==> config.mk <==
export PLATFORM = sky130hd
export DESIGN_NAME = crcfr_queue
export DESIGN_NICKNAME = d
export VERILOG_FILES = /design/src/hw/rtl/crcfr_pkg.sv /design/src/hw/rtl/crcfr_queue.sv
export SDC_FILE = /design/constraint.sdc
export NUM_CORES = 1
export LEC_CHECK = 0
export ABC_AREA = 0
export BUFFER_PORTS_ARGS = -buffer_cell sky130_fd_sc_hd__clkbuf_2
export CELL_PAD_IN_SITES_DETAIL_PLACEMENT = 2
export CELL_PAD_IN_SITES_GLOBAL_PLACEMENT = 2
export CORE_AREA = 2 2 127 129
export DETAILED_ROUTE_END_ITERATION = 6
export DIE_AREA = 0 0 129 131
export GPL_ROUTABILITY_DRIVEN = 1
export PLACE_DENSITY_LB_ADDON = 0.2
export RECOVER_POWER = 25
export SLEW_MARGIN = 20
export SYNTH_ARGS = -nofsm -noshare
export SYNTH_HDL_FRONTEND = slang
export SYNTH_SLANG_ARGS = --single-unit
export TNS_END_PERCENT = 30
==> constraint.sdc <==
create_clock -name clk_i -period 6.1 [get_ports clk_i]
set_clock_uncertainty 0.2 [all_clocks]
set_input_delay 0.915 -clock clk_i [delete_from_list [all_inputs] [get_ports clk_i]]
set_output_delay 0.915 -clock clk_i [all_outputs]
set_load 0.05 [all_outputs]
==> src/hw/rtl/crcfr_pkg.sv <==
// Package: shared types, constants and CRC step functions for the CRC forward/reverse patch block.
`default_nettype none
package crcfr_pkg;

  localparam int unsigned MaxWidthBytes = 8;
  localparam int unsigned CrcW          = 8 * MaxWidthBytes;
  localparam int unsigned ShW           = $clog2(CrcW);
  localparam int unsigned ActW          = 3;
  localparam int unsigned CfgIdxW       = 3;

  localparam logic [ActW-1:0] ActStart = 3'd0;
  localparam logic [ActW-1:0] ActFwd   = 3'd1;
  localparam logic [ActW-1:0] ActRev   = 3'd2;
  localparam logic [ActW-1:0] ActRead  = 3'd3;
  localparam logic [ActW-1:0] ActPatch = 3'd4;

  localparam logic [CfgIdxW-1:0] CfgPoly  = 3'd0;
  localparam logic [CfgIdxW-1:0] CfgWidth = 3'd1;
  localparam logic [CfgIdxW-1:0] CfgMsb   = 3'd2;
  localparam logic [CfgIdxW-1:0] CfgInit  = 3'd3;
  localparam logic [CfgIdxW-1:0] CfgFinal = 3'd4;

  localparam logic [CrcW-1:0] PolyRst  = 64'h0000_0000_04C1_1DB7;
  localparam logic [3:0]      WidthRst = 4'd4;
  localparam logic [CrcW-1:0] InitRst  = 64'h0000_0000_FFFF_FFFF;
  localparam logic [CrcW-1:0] FinalRst = 64'h0000_0000_FFFF_FFFF;

  typedef enum logic [2:0] {
    OpStart,
    OpFwd,
    OpRev,
    OpRead,
    OpPatch,
    OpNone
  } op_e;

  typedef struct packed {
    logic            msb;
    logic [3:0]      nb;
    logic [ShW-1:0]  sh;
    logic [CrcW-1:0] mask;
    logic [CrcW-1:0] top;
    logic [CrcW-1:0] poly_m;
    logic [CrcW-1:0] poly_a;
    logic [CrcW-1:0] poly_r;
    logic [CrcW-1:0] init_x;
    logic [CrcW-1:0] final_x;
  } cfg_t;

  typedef struct packed {
    op_e             op;
    logic [7:0]      data;
    logic [CrcW-1:0] seed;
  } cmd_t;

  function automatic logic [3:0] clamp_nb(logic [3:0] wb);
    logic [3:0] n;
    n = wb;
    if (n == 4'd0) n = 4'd1;
    if (n > 4'(MaxWidthBytes)) n = 4'(MaxWidthBytes);
    return n;
  endfunction

  function automatic logic [ShW-1:0] shift_of(logic [3:0] nb);
    return ShW'((int'(MaxWidthBytes) - int'(nb)) * 8);
  endfunction

  function automatic logic [CrcW-1:0] byte_swap(logic [CrcW-1:0] x, logic [ShW-1:0] sh);
    logic [CrcW-1:0] r;
    for (int i = 0; i < int'(MaxWidthBytes); i++) begin
      r[8*(int'(MaxWidthBytes)-1-i) +: 8] = x[8*i +: 8];
    end
    return r >> sh;
  endfunction

  function automatic logic [CrcW-1:0] fwd_step(logic [CrcW-1:0] crc, logic [7:0] c, cfg_t cfg);
    logic [CrcW-1:0] a;
    if (cfg.msb) begin
      a = ((crc & cfg.mask) << cfg.sh) ^ {c, {(CrcW-8){1'b0}}};
      for (int k = 0; k < 8; k++) begin
        a = a[CrcW-1] ? ((a << 1) ^ cfg.poly_a) : (a << 1);
      end
      a = a >> cfg.sh;
    end else begin
      a = (crc & cfg.mask) ^ {{(CrcW-8){1'b0}}, c};
      for (int k = 0; k < 8; k++) begin
        a = a[0] ? ((a >> 1) ^ cfg.poly_r) : (a >> 1);
      end
    end
    return a & cfg.mask;
  endfunction

  function automatic logic [CrcW-1:0] back_step(logic [CrcW-1:0] crc, logic [7:0] c, cfg_t cfg);
    logic [CrcW-1:0] a;
    a = crc & cfg.mask;
    if (cfg.msb) begin
      for (int k = 0; k < 8; k++) begin
        a = a[0] ? (((a ^ cfg.poly_m) >> 1) | cfg.top) : (a >> 1);
      end
      a = a ^ ({c, {(CrcW-8){1'b0}}} >> cfg.sh);
    end else begin
      for (int k = 0; k < 8; k++) begin
        a = ((a & cfg.top) != '0) ? ((((a ^ cfg.poly_r) << 1) | CrcW'(1)) & cfg.mask)
                                  : ((a << 1) & cfg.mask);
      end
      a = a ^ {{(CrcW-8){1'b0}}, c};
    end
    return a & cfg.mask;
  endfunction

endpackage
`default_nettype wire

==> src/hw/rtl/crcfr_queue.sv <==
// Command queue between front and back end.
`default_nettype none
module crcfr_queue #(
  parameter int unsigned Depth = 2
) (
  input  logic              clk_i,
  input  logic              rst_ni,
  input  logic              push_i,
  input  crcfr_pkg::cmd_t   cmd_i,
  output logic              full_o,
  input  logic              pop_i,
  output logic              empty_o,
  output crcfr_pkg::cmd_t   cmd_o
);
  import crcfr_pkg::*;

  localparam int unsigned PtrW = (Depth > 1) ? $clog2(Depth) : 1;
  localparam int unsigned CntW = $clog2(Depth + 1);

  cmd_t            mem_q [Depth];
  logic [PtrW-1:0] wptr_q;
  logic [PtrW-1:0] rptr_q;
  logic [CntW-1:0] cnt_q;
  logic            do_push;
  logic            do_pop;

  assign full_o  = (cnt_q == CntW'(Depth));
  assign empty_o = (cnt_q == '0);
  assign do_push = push_i && !full_o;
  assign do_pop  = pop_i && !empty_o;
  assign cmd_o   = mem_q[rptr_q];

  always_ff @(posedge clk_i) begin
    if (do_push) begin
      mem_q[wptr_q] <= cmd_i;
    end
  end

  always_ff @(posedge clk_i or negedge rst_ni) begin
    if (!rst_ni) begin
      wptr_q <= '0;
      rptr_q <= '0;
      cnt_q  <= '0;
    end else begin
      if (do_push) begin
        wptr_q <= (wptr_q == PtrW'(Depth - 1)) ? '0 : wptr_q + PtrW'(1);
      end
      if (do_pop) begin
        rptr_q <= (rptr_q == PtrW'(Depth - 1)) ? '0 : rptr_q + PtrW'(1);
      end
      if (do_push && !do_pop) begin
        cnt_q <= cnt_q + CntW'(1);
      end else if (do_pop && !do_push) begin
        cnt_q <= cnt_q - CntW'(1);
      end
    end
  end
endmodule
`default_nettype wire

==> out/metrics.yaml, run 1 <==
floorplan:
  die_h_um: 131
  dieArea_mm2: 0.0169
  start_util_pct: 36.9
  dieWidth_um: 129
  core_area_mm2: 0.0156
  ios: 156
  num_rows: 46
sta:
  finalSetupViolations: 0
  hold_viol_final: 0
  worstMarginPinSlew_ns: 0.887
  drv_slew: 0
  fin_tns_setup_ns: 0
  fmax_mhz: 268
  rsz0062_at_grt: "no"
  period_share_pct: 61.2
  period_needed_ns: 3.73
  slew_headroom_pct: 40.9
synthesis:
  synth_top_area_share_pct: 78.2
  ys_seq_elements: 154
  avgSynthCellArea_um2: 22.9
  syn_nets: 332
  ys_types: 16
  synth_flop_cell: "edfxtp_1"
  seq_area_frac_synth_pct: 79.9
  ys_top_cells_by_count: "150 x edfxtp_1, 40 x mux2_4, 35 x mux2_2"
  synth_area_leaders: "edfxtp_1 78%, mux2_4 10%, mux2_2 6.8%"
  synth_most_common_cell: "edfxtp_1"
  synth_edf_count: 150
  yosys_warnings: 0
  netlist_area_mm2: 0.00576
  async_flop_share_pct: 2.60
  synthCells: 252
  yosysTopAreaCell: "edfxtp_1"
placed_design:
  dp.cells: 617
  hpwl_um: 7760
  dpl_cell_area_mm2: 0.00677
  port_buffers: 155
  gp_congestion: 0.659
layout:
  nets: 501
  area_delta_synth_final_pct: 27.9
  multiInputGateArea_mm2: 0.00110
  nFillCells: 1469
  drive_above_1_share_pct: 53.5
  n_antenna_cell: 0
  final_cells: 650
  regArea_mm2: 0.00461
  final_area_mm2: 0.00737
power_and_ir_drop:
  comb_power_share_pct: 39.0
  p_switching_uw: 1780
  power_uw: 4430
  ir_drop_mv: 0.232
  p_leak_uw: 0.00283
  clockPowerShare_pct: 24.7
  p_seq_share_pct: 36.3
  p_int_uw: 2650
  p_sw_share_pct: 40.2
  power_density_mw_per_mm2: 601
routing:
  num_vias: 2955
  routed_wl_um: 12600
  via_per_inst: 4.55
  drtAntennaViolNets: 0
  wl_per_cell_um: 19.4
  drt_first_pass_iters: 4
  route.detailed.drc: 0
  drt_iter0_drc: 110
cts:
  cts.path.max_buffers: 2
  cts_hold_buffers: 0
  clkTransAtPathRegs_ns: 0.06
  numCtsBuffers: 17
  cts.sinks: 154
  root_buffer: "clkbuf_16"
  cts_tree: "done"
  post_cts_buffers: 0
  post_cts_resized: 0
  htreeDepth: 4
  insertion_delay_ns: 0.42
setup_path:
  worstSetupPathType: "register to output port"
  crit_chain: "buf_4 > mux2_2 > clkbuf_2"
  startpoint_type: "register"
  worst-endpoint-required_ns: 4.98
  critPathCaptureType: "output port"
  worst-endpoint-arrival_ns: 2.62
  crit_start: "rptr_q"
  worstPathMaxFanout: 52
  max_stage_delay_ns: 1.01
  r2r-start: "cnt_q[0]"
  crit_slowest_cell: "dfrtp_4"
grt:
  globalRouteTotalUtil_pct: 15.8
  grt_pass1_vias: 3344
  grt_overflow: 0
  grt_max_degree: 76
  gr-usage-met1_pct: 18.1
  grt.busiest_layer: "met2"
  met2_usage_pct: 27.2
  grt_use_met3_pct: 5.46
  antenna_found_initial: 0
  grt_pass1_wl_um: 19100
job:
  max_cap_violations: 0
min_path:
  hold_path_class: "primary input to asynchronous set/reset pin"
status:
  status: "completed"
layout make-up:
cell class,instances,share of cell area [%]
flip-flops and latches,154,62.5
multi-input cells,88,14.9
repair buffers,158,10.5
clock buffers,20,5.93
well taps,216,3.67
clock inverters,12,2.36
inverters,2,0.102
worst max-delay path, delay by kind of cell, from the launching register on:
kind     cells  cell delay, ns
mux          1            0.40
flops        1            1.01
buf+inv      2            0.78
path summary, 6_finish.rpt:
path,cells past startpoint,slack [ns],end
max reg2reg,4,3.46,mem_q[0][67]
max,3,2.37,cmd_o[54]
max in group asynchronous,1,5.32,rptr_q
min in group clk_i,1,0.38,wptr_q
min reg2reg,1,0.38,wptr_q
min,1,0.13,wptr_q
logic make-up after synthesis:
| logic type | Yosys count | synth area share [%] |
|---|---|---|
| adders and majority gates | 1 | 0.217 |
| and+or+nand+nor | 6 | 0.478 |
| DFF | 154 | 79.9 |
| AOI/OAI and AO/OA | 1 | 0.0868 |
| muxes | 75 | 17.3 |
| xor gates and xnor gates | 5 | 0.760 |
| buffers and inverters | 10 | 1.30 |
through the flow:
stage	hold WS, ns	worst slack (ns)	utilization [%]
2_1_floorplan	0.261	1.26	-
3_3_place_gp	0.301	2.80	43.4
3_5_place_dp	0.316	2.76	43.4
4_1_cts	0.0759	2.28	47.3
5_1_grt	0.127	2.22	47.2
6_report	0.129	2.37	47.2
layer usage:
layer,share of wire [%],wire [um]
met1,41,5110
met2,52,6490
met3,6.3,796
met4,1.6,196
met5,0,0
cell usage in the layout (no fill, tap or decap), drive strengths merged:
cell type    n
inv          2
bufinv       4
xnor2        3
nor2         3
clkbuf     175
o21ai        1
clkinv       7
ha           1
xor2         2
nand2        1
edfxtp     150
dfrtp        4
and3         1
nand2b       1
clkinvlp     1
buf          3
mux2        75
sequential cells by signal, summed over array words and instances, names as in the netlist:
register,flops
rptr_q,1
cnt_q,2
mem_q,150
wptr_q,1
power groups by stage:
| stage | Sequential [uW] | Combinational (uW) | Clock (uW) |
|---|---|---|---|
| 5_1_grt | 1640 | 1810 | 1160 |
| 3_3_place_gp | 1610 | 1710 | 0 |
| 6_report | 1610 | 1720 | 1090 |
| 4_1_cts | 1620 | 1740 | 1120 |
| 3_5_place_dp | 1640 | 1720 | 0 |
| 2_1_floorplan | 1540 | 1470 | 0 |
(Power assumes the default switching activity.)
==> inputs of run 2 (changes only) <==
--- a/config.mk
+++ b/config.mk
@@ -9,9 +9,9 @@
 export BUFFER_PORTS_ARGS = -buffer_cell sky130_fd_sc_hd__clkbuf_2
 export CELL_PAD_IN_SITES_DETAIL_PLACEMENT = 2
 export CELL_PAD_IN_SITES_GLOBAL_PLACEMENT = 2
-export CORE_AREA = 2 2 127 129
+export CORE_AREA = 2 2 132 134
 export DETAILED_ROUTE_END_ITERATION = 6
-export DIE_AREA = 0 0 129 131
+export DIE_AREA = 0 0 134 136
 export GPL_ROUTABILITY_DRIVEN = 1
 export PLACE_DENSITY_LB_ADDON = 0.2
 export RECOVER_POWER = 25
==> constraint.sdc (replaced) <==
create_clock -name clk_i -period 3.2 [get_ports clk_i]
set_clock_uncertainty 0.2 [all_clocks]
set_input_delay 0.48 -clock clk_i [delete_from_list [all_inputs] [get_ports clk_i]]
set_output_delay 0.48 -clock clk_i [all_outputs]
set_load 0.05 [all_outputs]
==> run 2 against run 1 <==
Net effect: wire length down 6.6%; register-to-register slack worse by 2.3 ns; setup slack worse by 1.9 ns; non-clock buffer count up 4; highest routed layer unchanged; largest cell class unchanged; core utilization down 3.2 points; final cell count up 2.0%; global-route usage down 2.0 points; largest power group unchanged; sequential share of layout area down 0.51 points.
==> out/metrics.yaml, run 2 (synthesized netlist as in run 1, its figures left out) <==
setup_path:
  startpoint_type: "register"  # unchanged
  crit_start: "rptr_q"  # unchanged
  crit_buf_inv: 2  # unchanged
  crit_slowest_cell: "dfrtp_4"  # unchanged
  critPathCaptureType: "output port"  # unchanged
  crit_chain: "buf_4 > mux2_2 > clkbuf_2"  # unchanged
  r2r-start: "cnt_q[0]"  # unchanged
  worstPathMaxFanout: 29  # was 52
  max_stage_delay_ns: 0.70  # was 1.01 ns
  worst-endpoint-arrival_ns: 2.08  # was 2.62 ns
  worstSetupPathType: "register to output port"  # unchanged
  worst-endpoint-required_ns: 2.52  # was 4.98 ns
  crit_family: "flip-flops"  # unchanged
layout:
  final_cells: 663  # was 650
  final_common_cell: "edfxtp_1"  # unchanged
  regArea_mm2: 0.00461  # unchanged
  largest_reg_flops: 150  # unchanged
  drive_above_1_share_pct: 51.8  # was 53.5%
  final_core_util_pct: 44.0  # was 47.2%
  max_flop_register: "mem_q"  # unchanged
  n_antenna_cell: 0  # unchanged
  nFillCells: 1635  # was 1,469
  area_delta_synth_final_pct: 28.9  # was 27.9%
  reg_top3: "mem_q (150), cnt_q (2)"  # unchanged
  nets: 505  # was 501
  final_cell_mix: "150 x edfxtp_1, 114 x clkbuf_2, 42 x clkbuf_1"  # was 150 x edfxtp_1, 122 x clkbuf_2, 40 x mux2_4
  multiInputGateArea_mm2: 0.00110  # unchanged
routing:
  via_per_inst: 4.43  # was 4.55
  num_vias: 2936  # was 2,955
  routed_wl_um: 11800  # was 12,600 um
  wl_per_cell_um: 17.7  # was 19.4 um
  route.detailed.drc: 0  # unchanged
  drt_first_pass_iters: 4  # unchanged
  drt_iter0_drc: 110  # unchanged
  drtAntennaViolNets: 0  # unchanged
floorplan:
  dieWidth_um: 134  # was 129 um
  start_util_pct: 34.1  # was 36.9%
  die_h_um: 136  # was 131 um
  core_area_mm2: 0.0169  # was 0.0156 mm^2
  num_rows: 48  # was 46
  ios: 156  # unchanged
  dieArea_mm2: 0.0182  # was 0.0169 mm^2
cts:
  clkTransAtPathRegs_ns: 0.06  # about the same
  numCtsBuffers: 17  # unchanged
  insertion_delay_ns: 0.42  # about the same
  cts_tree: "done"  # unchanged
  htreeDepth: 4  # unchanged
  cts.path.max_buffers: 2  # unchanged
  cts.sinks: 154  # unchanged
  root_buffer: "clkbuf_16"  # unchanged
sta:
  finalSetupViolations: 0  # unchanged
  fmax_mhz: 362
  slew_headroom_pct: 56.6  # was 40.9%
  period_share_pct: 86.3
  drv_slew: 0  # unchanged
  fin_tns_setup_ns: 0  # unchanged
  period_needed_ns: 2.76
  worstMarginPinSlew_ns: 0.651  # was 0.887 ns
  rsz0062_at_grt: "no"  # unchanged
  hold_viol_final: 0  # unchanged
power_and_ir_drop:
  ir_drop_mv: 0.464  # was 0.232 mV
  p_switching_uw: 3360  # was 1780 uW
  p_seq_share_pct: 34.9  # was 36.3%
  p_sw_share_pct: 39.5  # was 40.2%
  p_int_uw: 5140  # was 2650 uW
  power_density_mw_per_mm2: 1140  # was 601 mW/mm^2
  p_leak_uw: 0.00283  # about the same
  comb_power_share_pct: 39.7  # was 39.0%
  clockPowerShare_pct: 25.4  # was 24.7%
placed_design:
  port_buffers: 155  # unchanged
  hpwl_um: 7790  # was 7760 um
  dp.cells: 630  # was 617
  gp_congestion: 0.668  # was 0.659
grt:
  grt_pass1_wl_um: 18500  # was 19,100 um
  grt_pass1_vias: 3286  # was 3,344
  grt_max_degree: 48  # was 76
  antenna_found_initial: 0  # unchanged
  grt_overflow: 0  # unchanged
  globalRouteTotalUtil_pct: 13.8  # was 15.8%
status:
  status: "completed"  # unchanged
job:
  max_cap_violations: 0  # unchanged
min_path:
  hold_path_class: "primary input to register"  # was primary input to asynchronous set/reset pin
  hold_start: "cmd_i[21]"
-- run 2: cell types whose count changed in the layout (fill, tap and decap cells not counted), sizes merged --
cell / delta
buf: +3
bufinv: +1
clkbuf: -2
clkinv: +1
dlygate4sd3: +1
-- run 2: per-layer routing --
layer / part of all wire (%) / routed length (um) / global-route usage [%] / vias to the layer above
met1: 42 / 4910 / 16.8 / 1468
met3: 7.8 / 914 / 5.11 / 16
li1: - / - / - / 1341
met2: 49 / 5720 / 22.0 / 111
met4: 1.8 / 217 / 6.38 / 0
met5: 0 / 0 / 0 / -
-- run 2: what timing repair did --
action | in CTS | in global routing
hold endpoints to repair | 4 | 0
hold buffers | 1 | 0
resized for setup | 0 | 0
buffers inserted | 0 | 0
-- run 2: worst paths after layout --
| kind | end | slack [ns] | cells past startpoint |
|---|---|---|---|
| setup / recovery | cmd_o[48] | 0.44 | 3 |
| hold / removal | mem_q[1][21] | 0.05 | 1 |
| setup reg to reg | mem_q[0][42] | 1.18 | 4 |
| hold reg to reg | cnt_q[1] | 0.34 | 1 |
| max in group asynchronous | rptr_q | 2.45 | 2 |
| min in group asynchronous | cnt_q[1] | 0.20 | 2 |
-- run 2: layout make-up --
cell class | count | share of cell area, %
Clock buffer | 18 | 5.78
Clock inverter | 14 | 2.73
Inverter | 2 | 0.101
Multi-Input combinational cell | 88 | 14.8
Sequential cell | 154 | 62.0
Tap cell | 225 | 3.79
Timing Repair Buffer | 162 | 10.8
-- run 2: through the flow --
stage               total power (uW)  cell area (um^2)  hold WS (ns)  setup WS [ns]
finish                          8500              7430        0.0457          0.438
global route                    8870              7430        0.0267          0.312
CTS                             8630              7480        0.0245          0.374
detailed placement              6450              6840         0.100          0.833
global placement                6390              6840        0.0939          0.853
floorplan                       5710              5770       -0.0156          0.204
-- run 2: power by group through the flow --
stage               Combinational [uW]  Clock, uW  Sequential [uW]
global route                      3550       2290             3030
global placement                  3410          0             2980
finish                            3380       2160             2960
detailed placement                3430          0             3020
floorplan                         2800          0             2910
CTS                               3450       2210             2980
==> inputs of run 3 (changes only) <==
--- a/config.mk
+++ b/config.mk
@@ -10,9 +10,11 @@
 export CELL_PAD_IN_SITES_DETAIL_PLACEMENT = 2
 export CELL_PAD_IN_SITES_GLOBAL_PLACEMENT = 2
 export CORE_AREA = 2 2 132 134
+export CTS_BUF_LIST = sky130_fd_sc_hd__clkbuf_16
 export DETAILED_ROUTE_END_ITERATION = 6
 export DIE_AREA = 0 0 134 136
 export GPL_ROUTABILITY_DRIVEN = 1
+export MAX_ROUTING_LAYER = met4
 export PLACE_DENSITY_LB_ADDON = 0.2
 export RECOVER_POWER = 25
 export SLEW_MARGIN = 20
==> run 3 against run 2 <==
Net effect: setup slack lost 0.0061 ns; critical path depth is the same; non-clock buffer count is the same; sequential power is essentially flat; sequential share of layout area is essentially flat; final cell count is the same; largest power group unchanged; highest routed layer unchanged.
==> out/metrics.yaml, run 3 (synthesized netlist as in run 1, its figures left out) <==
routing:
  via_per_inst: 4.45  # was 4.43
  num_vias: 2951  # was 2,936
  drt_first_pass_iters: 4  # unchanged
  routed_wl_um: 11700  # was 11,800 um
  route.detailed.drc: 0  # unchanged
  drt_iter0_drc: 119  # was 110
  drtAntennaViolNets: 0  # unchanged
  wl_per_cell_um: 17.7  # about the same
floorplan:
  ios: 156  # unchanged
  dieArea_mm2: 0.0182  # unchanged
  num_rows: 48  # unchanged
  die_h_um: 136  # unchanged
  core_area_mm2: 0.0169  # unchanged
  dieWidth_um: 134  # unchanged
  start_util_pct: 34.1  # unchanged
min_path:
  whs_path_depth: 1  # unchanged
  worst_hold_path.endpoint: "mem_q[1][21]"  # unchanged
  hold_start: "cmd_i[21]"  # unchanged
  hold_path_class: "primary input to register"  # unchanged
setup_path:
  timing.rr.end: "mem_q[0][42]"  # unchanged
  crit_start: "rptr_q"  # unchanged
  critPathCaptureType: "output port"  # unchanged
  r2r-start: "cnt_q[0]"  # unchanged
  crit_chain: "buf_4 > mux2_2 > clkbuf_2"  # unchanged
  rr_worst_depth: 4  # unchanged
  worst-endpoint-required_ns: 2.52  # about the same
  crit_buf_inv: 2  # unchanged
  r2r_slack_ns: 1.18  # about the same
  crit_slowest_cell: "dfrtp_4"  # unchanged
  worstPathMaxFanout: 29  # unchanged
  worst-endpoint-arrival_ns: 2.09  # was 2.08 ns
  startpoint_type: "register"  # unchanged
  max_stage_delay_ns: 0.71  # was 0.70 ns
  worstSetupPathType: "register to output port"  # unchanged
  crit_family: "flip-flops"  # unchanged
power_and_ir_drop:
  power_uw: 8490  # was 8500 uW
  p_leak_uw: 0.00284  # was 0.00283 uW
  power_density_mw_per_mm2: 1140  # about the same
  ir_drop_mv: 0.457  # was 0.464 mV
sta:
  drv_slew: 0  # unchanged
  fmax_mhz: 361  # was 362 MHz
  worstMarginPinSlew_ns: 0.649  # was 0.651 ns
  slew_headroom_pct: 56.7  # was 56.6%
  fin_tns_setup_ns: 0  # unchanged
  period_share_pct: 86.5  # was 86.3%
  hold_viol_final: 0  # unchanged
  period_needed_ns: 2.77  # was 2.76 ns
  finalSetupViolations: 0  # unchanged
  rsz0062_at_grt: "no"  # unchanged
layout:
  largest_reg_flops: 150  # unchanged
  max_flop_register: "mem_q"  # unchanged
  nets: 505  # unchanged
  reg_top3: "mem_q (150), cnt_q (2)"  # unchanged
  final_common_cell: "edfxtp_1"  # unchanged
  n_antenna_cell: 0  # unchanged
  drive_above_1_share_pct: 52.1  # was 51.8%
  final_cell_mix: "150 x edfxtp_1, 115 x clkbuf_2, 40 x mux2_4, 40 x clkbuf_1, 35 x mux2_2"  # was 150 x edfxtp_1, 114 x clkbuf_2, 42 x clkbuf_1
  area_delta_synth_final_pct: 28.9  # about the same
grt:
  grt_overflow: 0  # unchanged
  antenna_found_initial: 0  # unchanged
  grt_pass1_wl_um: 18400  # was 18,500 um
  grt_max_degree: 48  # unchanged
  grt_pass1_vias: 3290  # was 3,286
  globalRouteTotalUtil_pct: 14.3  # was 13.8%
status:
  status: "completed"  # unchanged
placed_design:
  hpwl_um: 7790  # unchanged
  gp_congestion: 0.674  # was 0.668
  port_buffers: 155  # unchanged
cts:
  numCtsBuffers: 17  # unchanged
  post_cts_resized: 0  # unchanged
  insertion_delay_ns: 0.41  # was 0.42 ns
  root_buffer: "clkbuf_16"  # unchanged
  cts.path.max_buffers: 2  # unchanged
  htreeDepth: 4  # unchanged
  clkTransAtPathRegs_ns: 0.06  # about the same
  cts_tree: "done"  # unchanged
  cts.sinks: 154  # unchanged
job:
  max_cap_violations: 0  # unchanged
## run 3: cell count changes in the layout (fill, tap and decap cells not counted)
cell,previous run,this run
clkbuf_1,42,40
clkbuf_2,114,115
inv_1,2,3
## run 3: how the worst max path moves through the flow
stage,endpoint,slack (ns),cells past startpoint
after CTS,cmd_o[48],0.37,3
after global placement,cmd_o[43],0.85,3
after detailed placement,cmd_o[48],0.83,3
after floorplan,mem_q[1][0],0.20,2
final,cmd_o[48],0.43,3
after global routing,cmd_o[48],0.30,3
## run 3: where the power goes
part	total (uW)	internal (uW)	switching [uW]
Sequential	2970	2760	203
Clock	2150	1370	776
Combinational	3380	1000	2380
Total	8490	5140	3360
## run 3: repair_timing
action,CTS,global route
hold buffers,1,0
setup buffers,0,0
hold endpoints to repair,4,0
## run 3: final cells by class
cell class / count / area, um^2
Sequential cell: 154 / 4610
Timing Repair Buffer: 162 / 806
Clock buffer: 17 / 425
Fill cell: 1636 / 9450
Inverter: 2 / 7.51
Multi-Input combinational cell: 88 / 1100
Tap cell: 225 / 282
Clock inverter: 15 / 206
## run 3: worst reg2reg max path: stages, from the launching register on
cell and delay [ns]:
dfrtp_1 0.42, nand2b_1 0.19, nand2_1 0.16, nor2_4 0.12
buf_4 0.54
## run 3: per-stage QoR
stage	cell area [um^2]	cells	setup slack (ns)	hold slack (ns)	util [%]
final	7430	663	0.432	0.0480	44.0
after floorplan	5770	252	0.204	-0.0156	-
after global routing	7430	663	0.302	0.0250	44.0
after CTS	7480	663	0.374	0.0245	44.3
after global placement	6840	630	0.853	0.0939	40.5
after detailed placement	6840	630	0.833	0.100	40.5
## run 3: per-layer routing
layer | track usage (%) | part of all wire (%) | vias up
met3 | 5.00 | 7.5 | 17
met5 | - | 0 | -
met2 | 22.0 | 49 | 111
met4 | 6.21 | 1.8 | 0
li1 | - | - | 1341
met1 | 17.0 | 42 | 1482
